### src/rtl/tbht_pkg.sv
// ----------------------------------------------------------------------------
// tbht_pkg
// Shared types and codes for the touch button hit table.
// ----------------------------------------------------------------------------
package tbht_pkg;

    localparam int CMD_W     = 3;
    localparam int SLOT_W    = 4;
    localparam int M_TDATA_W = 8;

    localparam logic [CMD_W-1:0] CMD_ADD     = 3'd0;
    localparam logic [CMD_W-1:0] CMD_DELETE  = 3'd1;
    localparam logic [CMD_W-1:0] CMD_ENABLE  = 3'd2;
    localparam logic [CMD_W-1:0] CMD_DISABLE = 3'd3;
    localparam logic [CMD_W-1:0] CMD_TOUCH   = 3'd4;
    localparam logic [CMD_W-1:0] CMD_DEL_ALL = 3'd5;

    localparam logic STATUS_OK   = 1'b0;
    localparam logic STATUS_MISS = 1'b1;

    typedef enum logic [1:0] {
        ST_IDLE,
        ST_EXEC,
        ST_SCAN,
        ST_OUT
    } state_t;

    typedef struct packed {
        logic latch_in;
        logic exec_op;
        logic scan_start;
        logic scan_run;
        logic load_out;
    } ctrl_cmd_t;

    typedef struct packed {
        logic is_touch;
        logic scan_done;
        logic out_free;
    } ctrl_stat_t;

endpackage

### src/rtl/touch_button_hit_table_core.sv
// ----------------------------------------------------------------------------
// touch_button_hit_table_core
// Rectangle hit-test table with add, delete, enable, disable, touch, delete all.
// ----------------------------------------------------------------------------
// Commands other than touch go from idle through the execute and output states.
// Touch scans one slot per cycle through the single rectangle memory read port:
//   the scan stops at the first enabled hit, or after the last slot on a miss.
// One transaction at a time; the next is accepted once the result is loaded into the
//   output register, and a stalled output holds off the next acceptance.
// Reset (synchronous, aresetn low) clears used and enabled flags; rectangle
//   entries stay undefined until written by add.
module touch_button_hit_table_core #(
    parameter int MAX_SLOTS  = 16,
    parameter int COORD_BITS = 10
) (
    input  logic                                   aclk,
    input  logic                                   aresetn,
    input  logic                                   s_axis_tvalid,
    output logic                                   s_axis_tready,
    // slot, pos_x, pos_y, rect_width, rect_height
    input  logic [((4 + 4*COORD_BITS + 7) / 8) * 8 - 1:0] s_axis_tdata,
    // cmd
    input  logic [tbht_pkg::CMD_W-1:0]             s_axis_tuser,
    output logic                                   m_axis_tvalid,
    input  logic                                   m_axis_tready,
    // result_slot
    output logic [tbht_pkg::M_TDATA_W-1:0]         m_axis_tdata,
    // status
    output logic                                   m_axis_tuser
);
    import tbht_pkg::*;

    localparam int X_LSB = SLOT_W;
    localparam int Y_LSB = SLOT_W + COORD_BITS;
    localparam int W_LSB = SLOT_W + 2*COORD_BITS;
    localparam int H_LSB = SLOT_W + 3*COORD_BITS;

    ctrl_cmd_t         cmd;
    ctrl_stat_t        stat;
    logic [SLOT_W-1:0] m_slot;

    tbht_ctrl u_ctrl (
        .aclk          (aclk),
        .aresetn       (aresetn),
        .s_axis_tvalid (s_axis_tvalid),
        .s_axis_tready (s_axis_tready),
        .stat          (stat),
        .cmd           (cmd)
    );

    tbht_dp #(
        .MAX_SLOTS  (MAX_SLOTS),
        .COORD_BITS (COORD_BITS)
    ) u_dp (
        .aclk     (aclk),
        .aresetn  (aresetn),
        .cmd      (cmd),
        .stat     (stat),
        .in_cmd   (s_axis_tuser),
        .in_slot  (s_axis_tdata[SLOT_W-1:0]),
        .in_x     (s_axis_tdata[X_LSB +: COORD_BITS]),
        .in_y     (s_axis_tdata[Y_LSB +: COORD_BITS]),
        .in_w     (s_axis_tdata[W_LSB +: COORD_BITS]),
        .in_h     (s_axis_tdata[H_LSB +: COORD_BITS]),
        .m_valid  (m_axis_tvalid),
        .m_ready  (m_axis_tready),
        .m_status (m_axis_tuser),
        .m_slot   (m_slot)
    );

    assign m_axis_tdata = M_TDATA_W'(m_slot);

endmodule

### src/rtl/tbht_ctrl.sv
// ----------------------------------------------------------------------------
// tbht_ctrl
// Sequencer: accepts a command, runs it on the datapath, hands off the result.
// ----------------------------------------------------------------------------
module tbht_ctrl (
    input  logic                 aclk,
    input  logic                 aresetn,
    input  logic                 s_axis_tvalid,
    output logic                 s_axis_tready,
    input  tbht_pkg::ctrl_stat_t stat,
    output tbht_pkg::ctrl_cmd_t  cmd
);
    import tbht_pkg::*;

    state_t state_reg, state_next;

    always_ff @(posedge aclk) begin
        if (!aresetn) begin
            state_reg <= ST_IDLE;
        end else begin
            state_reg <= state_next;
        end
    end

    always_comb begin
        state_next = state_reg;
        case (state_reg)
            ST_IDLE: begin
                if (s_axis_tvalid) begin
                    state_next = ST_EXEC;
                end
            end
            ST_EXEC: begin
                state_next = stat.is_touch ? ST_SCAN : ST_OUT;
            end
            ST_SCAN: begin
                if (stat.scan_done) begin
                    state_next = ST_OUT;
                end
            end
            ST_OUT: begin
                if (stat.out_free) begin
                    state_next = ST_IDLE;
                end
            end
            default: begin
                state_next = ST_IDLE;
            end
        endcase
    end

    always_comb begin
        cmd           = '0;
        s_axis_tready = 1'b0;
        case (state_reg)
            ST_IDLE: begin
                s_axis_tready = 1'b1;
                cmd.latch_in  = s_axis_tvalid;
            end
            ST_EXEC: begin
                cmd.exec_op    = 1'b1;
                cmd.scan_start = stat.is_touch;
            end
            ST_SCAN: begin
                cmd.scan_run = 1'b1;
            end
            ST_OUT: begin
                cmd.load_out = stat.out_free;
            end
            default: begin
                cmd = '0;
            end
        endcase
    end

endmodule

### src/rtl/tbht_dp.sv
// ----------------------------------------------------------------------------
// tbht_dp
// Datapath: rectangle memory, used/enabled flags, slot scan and result register.
// ----------------------------------------------------------------------------
module tbht_dp #(
    parameter int MAX_SLOTS  = 16,
    parameter int COORD_BITS = 10
) (
    input  logic                               aclk,
    input  logic                               aresetn,
    input  tbht_pkg::ctrl_cmd_t                cmd,
    output tbht_pkg::ctrl_stat_t               stat,
    input  logic [tbht_pkg::CMD_W-1:0]         in_cmd,
    input  logic [tbht_pkg::SLOT_W-1:0]        in_slot,
    input  logic [COORD_BITS-1:0]              in_x,
    input  logic [COORD_BITS-1:0]              in_y,
    input  logic [COORD_BITS-1:0]              in_w,
    input  logic [COORD_BITS-1:0]              in_h,
    output logic                               m_valid,
    input  logic                               m_ready,
    output logic                               m_status,
    output logic [tbht_pkg::SLOT_W-1:0]        m_slot
);
    import tbht_pkg::*;

    localparam int IW     = (MAX_SLOTS > 1) ? $clog2(MAX_SLOTS) : 1;
    localparam int SCAN_W = $clog2(MAX_SLOTS + 1);
    localparam int RECT_W = 4 * COORD_BITS;
    localparam int SUM_W  = COORD_BITS + 1;

    // latched transaction
    logic [CMD_W-1:0]      cmd_reg;
    logic [SLOT_W-1:0]     slot_reg;
    logic [COORD_BITS-1:0] x_reg, y_reg, w_reg, h_reg;

    logic [MAX_SLOTS-1:0]  used_reg, used_next;
    logic [MAX_SLOTS-1:0]  en_reg, en_next;

    logic [RECT_W-1:0]     rect_mem [MAX_SLOTS];
    logic [RECT_W-1:0]     rd_data_reg;
    logic                  mem_we;

    logic [SCAN_W-1:0]     scan_idx_reg, scan_idx_next;
    logic                  rd_valid_reg, rd_valid_next;
    logic [IW-1:0]         rd_idx_reg;
    logic                  scan_issue;

    logic                  res_status_reg, res_status_next;
    logic [SLOT_W-1:0]     res_slot_reg, res_slot_next;

    logic                  m_valid_reg, m_valid_next;
    logic                  m_status_reg;
    logic [SLOT_W-1:0]     m_slot_reg;

    logic [IW-1:0]         free_idx;
    logic                  free_found;
    logic                  slot_ok;
    logic [IW-1:0]         slot_idx;

    logic [COORD_BITS-1:0] r_x, r_y, r_w, r_h;
    logic [SUM_W-1:0]      r_right, r_bottom;
    logic                  hit;

    always_ff @(posedge aclk) begin
        if (cmd.latch_in) begin
            cmd_reg  <= in_cmd;
            slot_reg <= in_slot;
            x_reg    <= in_x;
            y_reg    <= in_y;
            w_reg    <= in_w;
            h_reg    <= in_h;
        end
    end

    // lowest unused slot
    always_comb begin
        free_idx   = '0;
        free_found = 1'b0;
        for (int i = MAX_SLOTS - 1; i >= 0; i--) begin
            if (!used_reg[i]) begin
                free_idx   = IW'(i);
                free_found = 1'b1;
            end
        end
    end

    assign slot_ok  = (32'(slot_reg) < MAX_SLOTS);
    assign slot_idx = IW'(slot_reg);
    assign mem_we   = cmd.exec_op && (cmd_reg == CMD_ADD) && free_found;

    always_comb begin
        used_next       = used_reg;
        en_next         = en_reg;
        res_status_next = res_status_reg;
        res_slot_next   = res_slot_reg;
        if (cmd.exec_op) begin
            res_status_next = STATUS_OK;
            res_slot_next   = '0;
            case (cmd_reg)
                CMD_ADD: begin
                    if (free_found) begin
                        used_next[free_idx] = 1'b1;
                        en_next[free_idx]   = 1'b1;
                        res_slot_next       = SLOT_W'(free_idx);
                    end else begin
                        res_status_next = STATUS_MISS;
                    end
                end
                CMD_DELETE: begin
                    if (slot_ok) begin
                        used_next[slot_idx] = 1'b0;
                    end
                end
                CMD_ENABLE: begin
                    if (slot_ok) begin
                        en_next[slot_idx] = 1'b1;
                    end
                end
                CMD_DISABLE: begin
                    if (slot_ok) begin
                        en_next[slot_idx] = 1'b0;
                    end
                end
                CMD_DEL_ALL: begin
                    used_next = '0;
                end
                default: begin
                    used_next = used_reg;
                end
            endcase
        end else if (cmd.scan_run && stat.scan_done) begin
            res_status_next = hit ? STATUS_OK : STATUS_MISS;
            res_slot_next   = hit ? SLOT_W'(rd_idx_reg) : '0;
        end
    end

    // rectangle memory, one write and one registered read port
    always_ff @(posedge aclk) begin
        if (mem_we) begin
            rect_mem[free_idx] <= {h_reg, w_reg, y_reg, x_reg};
        end
    end

    always_ff @(posedge aclk) begin
        rd_data_reg <= rect_mem[scan_idx_reg[IW-1:0]];
        rd_idx_reg  <= scan_idx_reg[IW-1:0];
    end

    // scan address sequencing
    assign scan_issue = cmd.scan_run && (scan_idx_reg < SCAN_W'(MAX_SLOTS));

    always_comb begin
        scan_idx_next = scan_idx_reg;
        rd_valid_next = scan_issue;
        if (cmd.scan_start) begin
            scan_idx_next = '0;
        end else if (scan_issue) begin
            scan_idx_next = scan_idx_reg + SCAN_W'(1);
        end
    end

    // hit test on the slot read last cycle
    assign r_x      = rd_data_reg[0 +: COORD_BITS];
    assign r_y      = rd_data_reg[COORD_BITS +: COORD_BITS];
    assign r_w      = rd_data_reg[2*COORD_BITS +: COORD_BITS];
    assign r_h      = rd_data_reg[3*COORD_BITS +: COORD_BITS];
    assign r_right  = {1'b0, r_x} + {1'b0, r_w};
    assign r_bottom = {1'b0, r_y} + {1'b0, r_h};

    assign hit = rd_valid_reg && en_reg[rd_idx_reg]
                 && (x_reg > r_x) && ({1'b0, x_reg} < r_right)
                 && (y_reg > r_y) && ({1'b0, y_reg} < r_bottom);

    assign stat.scan_done = rd_valid_reg && (hit || (rd_idx_reg == IW'(MAX_SLOTS - 1)));
    assign stat.is_touch  = (cmd_reg == CMD_TOUCH);
    assign stat.out_free  = !m_valid_reg || m_ready;

    // output register
    always_comb begin
        m_valid_next = m_valid_reg;
        if (cmd.load_out) begin
            m_valid_next = 1'b1;
        end else if (m_ready) begin
            m_valid_next = 1'b0;
        end
    end

    always_ff @(posedge aclk) begin
        if (cmd.load_out) begin
            m_status_reg <= res_status_reg;
            m_slot_reg   <= res_slot_reg;
        end
        res_status_reg <= res_status_next;
        res_slot_reg   <= res_slot_next;
    end

    always_ff @(posedge aclk) begin
        if (!aresetn) begin
            used_reg     <= '0;
            en_reg       <= '0;
            scan_idx_reg <= '0;
            rd_valid_reg <= 1'b0;
            m_valid_reg  <= 1'b0;
        end else begin
            used_reg     <= used_next;
            en_reg       <= en_next;
            scan_idx_reg <= scan_idx_next;
            rd_valid_reg <= rd_valid_next;
            m_valid_reg  <= m_valid_next;
        end
    end

    assign m_valid  = m_valid_reg;
    assign m_status = m_status_reg;
    assign m_slot   = m_slot_reg;

endmodule

### config.mk
export PLATFORM = sky130hd
export DESIGN_NAME = touch_button_hit_table_core
export DESIGN_NICKNAME = d
export VERILOG_FILES = /design/src/rtl/tbht_pkg.sv /design/src/rtl/touch_button_hit_table_core.sv /design/src/rtl/tbht_ctrl.sv /design/src/rtl/tbht_dp.sv
export SDC_FILE = /design/constraint.sdc
export NUM_CORES = 1
export LEC_CHECK = 0
export BUFFER_PORTS_ARGS = -buffer_cell sky130_fd_sc_hd__buf_2
export CAP_MARGIN = 25
export CORE_ASPECT_RATIO = 0.75
export CORE_MARGIN = 1
export CORE_UTILIZATION = 50
export DETAILED_ROUTE_END_ITERATION = 7
export PLACE_DENSITY = 0.75
export SLEW_MARGIN = 5
export SYNTH_ARGS = -nofsm -noshare
export SYNTH_HDL_FRONTEND = slang
export SYNTH_HIERARCHICAL = 1
export SYNTH_SLANG_ARGS = --single-unit
### constraint.sdc
create_clock -name aclk -period 5.25 [get_ports aclk]
set_input_delay 0.2625 -clock aclk [delete_from_list [all_inputs] [get_ports aclk]]
set_output_delay 0.2625 -clock aclk [all_outputs]
set_load 0.05 [all_outputs]
==> qor.csv <==
metric;value;unit
initial antenna violation count;2;
clock transition time at the flip-flop clock pins of the worst setup and hold paths;0.06;ns
post-route ant nets;0;
final setup vio count;0;
worst slew pin tran;1.01;ns
DR vias;15500;
clock tree sinks;782;
leading cell type in the layout, fill and taps excluded;edfxtp_1;
top library cells by usage in the layout, fill and taps aside;697 x edfxtp_1, 201 x mux4_2, 81 x dfxtp_1;
Max Fanout on Critical Path;7;
first element of the critical path;u_dp/rd_data_reg[10];
Peak supply drop;0.396;mV
period utilisation layout;0.826;
initial core utilization;0.509;
total count of max-transition violations in the final report;0;
total half-perimeter wirelength after legalization and detailed placement;36300;µm
complex-gate fraction of the synthesized area;0.0411;
Hold/Removal Path Class;input pin to flop;
Final Skew;0.0288;ns
grt total ovfl;0;
area of the core;60700;µm²
number of standard cells after synthesis;1541;
Post-Synth Adder-Cell Area;0.0268;
sequential-to-total area share from yosys stat;0.733;
clock tree root buffer cell;clkbuf_16;
post-synthesis average cell area;20.0;µm²
number of flip-flops under the largest register name;640;
via count of the first global-routing pass;15800;
starting DRC count in detailed routing;1802;
shortest period the worst path allows;4.34;ns
arrival time at the worst endpoint;4.57;ns
Fin Hold WS;0.0680;ns
distinct cell type count after synthesis;68;
reg-to-reg setup timing slack;0.91;ns
max frequency;231;MHz
cell row count;78;
Async S/R FF share, synth;0;
RR Startpoint;u_dp/rd_data_reg[10];
xor and xnor area share after synthesis;0.00511;
ratio of cells with drive above 1 in the final layout;0.243;
number of nets in the layout;1811;
Relative slew margins;0.325;
Critical Path Sink Type;flop;
CTS buffer count;73;
Post-Route Setup TNS;0;ns
Reg-to-Reg End;u_dp/res_status_reg;
final estimated routing congestion in global placement;0.848;
Antenna Diode Count;0;
total power divided by cell area;450;nW/µm²
Clock H-tree levels;3;
die area;62800;µm²
mux contribution to synthesized area;0.151;
kind of start point of the critical path;flop;
total I/O pin count;66;
Pleak;11.1;nW
maximum number of pins on one net before global-route repair;75;
final hold vios;0;
number of synthesized flops with an enable pin;697;
synthesized area;30900;µm²
iteration count of the initial detailed-routing pass;7;
Maximum Capacitance Violations;0;
die width;289;µm
maximum count of clock buffers along a single path;3;
Post-Synth Simple-Gate Area;0.0284;
most used flip-flop cell after synthesis;edfxtp_1;
Seq cells post-synth;782;
hold path depth;4;
GR Util All Layers;0.219;
latest clock arrival within the worst-skew pair;0.63;ns
Detailed Route WL;66300;µm
terminating pin of the worst hold path;u_ctrl/state_reg[1];
Worst Min Path Start;s_axis_tvalid;
setup repair after global routing missed its margin;no;
count of unresolved DRC violations after routing;0;
TritonCTS clock tree;done;
Via-to-Cell Ratio;6.09;
worst path required time;5.49;ns
y dimension of the die;217;µm
layout overhead on the synthesized area;13.6;%
Yosys warning total;6;
number of input and output port buffers inserted;57;
per-cell routed wire length;26.0;µm
number of filler instances in the final layout;4369;
wire length of the first global-routing pass;100000;µm
number of cells on the worst reg-to-reg path;12;
combinational family with the most area after synthesis;multiplexers;
kind of critical path;flop to flop;
status;finished clean;
how the worst max path moves through the flow:
stage                           end  slack, ns
2_1_floorplan   u_dp/rect_mem[2][0]       1.01
3_3_place_gp   u_dp/res_slot_reg[2]       1.08
3_5_place_dp    u_dp/res_status_reg       0.92
4_1_cts         u_dp/res_status_reg       0.89
5_1_grt         u_dp/res_status_reg       0.56
6_report        u_dp/res_status_reg       0.91
through the flow:
| step | total power, mW | area, µm² | util | instances | worst slack, ns |
|---|---|---|---|---|---|
| finish | 15.8 | 35100 | 0.578 | 2548 | 0.914 |
| global route | 16.5 | 35100 | 0.578 | 2548 | 0.561 |
| CTS | 15.9 | 35100 | 0.578 | 2548 | 0.886 |
| detailed placement | 10.8 | 32300 | 0.532 | 2368 | 0.923 |
| global placement | 10.7 | 32300 | 0.531 | 2366 | 1.08 |
| floorplan | 10.0 | 30900 | - | 1544 | 1.01 |
synthesized netlist by cell type (13+ instances only):
master      n  area (µm²)
edfxtp_1  697       20900
buf_2      18        90.1
dfxtp_1    85        1700
inv_1      42         158
o21ai_1    24         120
clkbuf_1   38         143
nor2_1     42         158
nand2_1    50         188
mux4_2    201        4530
o21ai_0    23         115
nor2b_1    14        87.6
ha_1       63         788
a21oi_1    38         190
o211ai_1   13        97.6
nor3_1     15        75.1
xor2_1     14         123
per-layer routing:
metal / global-route usage / wire (µm) / vias up
li1: - / - / 6667
met1: 0.325 / 29200 / 8105
met2: 0.331 / 30700 / 645
met3: 0.0487 / 5240 / 100
met4: 0.0533 / 1220 / 2
met5: 0 / 35 / -
logic make-up (layout without fill, tap and decap cells):
family,count (synthesis),count (layout)
AOI/OAI and AO/OA,184,184
adders and majority gates,65,65
muxes,207,207
DFF,782,782
and+or+nand+nor,176,176
xor gates and xnor gates,18,18
buffers and inverters,108,312
other,1,4
area by class of cell:
cell class / count / area [µm²] / share of cell area
Tap cell: 800 / 1000 / 0.0285
Clock inverter: 30 / 246 / 0.00703
Inverter: 43 / 161 / 0.00460
Clock buffer: 102 / 2070 / 0.0590
Multi-Input combinational cell: 654 / 7910 / 0.226
Sequential cell: 782 / 22600 / 0.646
Timing Repair Buffer: 137 / 1030 / 0.0294
worst max-delay path, stage by stage (launching register included):
cell and delay (ns):
dfxtp_1 0.32, ha_1 0.23, fa_1 0.43, a211oi_1 0.24, o21bai_1 0.15, o41ai_2 0.45, xor2_1 0.20, ha_1 0.25
a2111oi_0 0.41, o211ai_1 0.23, o2111ai_4 0.14, nand4b_4 0.21, o31ai_1 0.66
report_power, final:
group / switching [mW] / internal, mW
logic: 1.44 / 1.40
clock network: 2.24 / 2.87
registers: 0.512 / 7.33
total: 4.19 / 11.6
timing repair:
item                                   CTS  global route
gates resized for setup                  0             0
hold buffers                            48             0
endpoints found under the hold margin   48             0
buffers inserted                         0             0
Note: power is estimated with default switching activity, not from simulation.
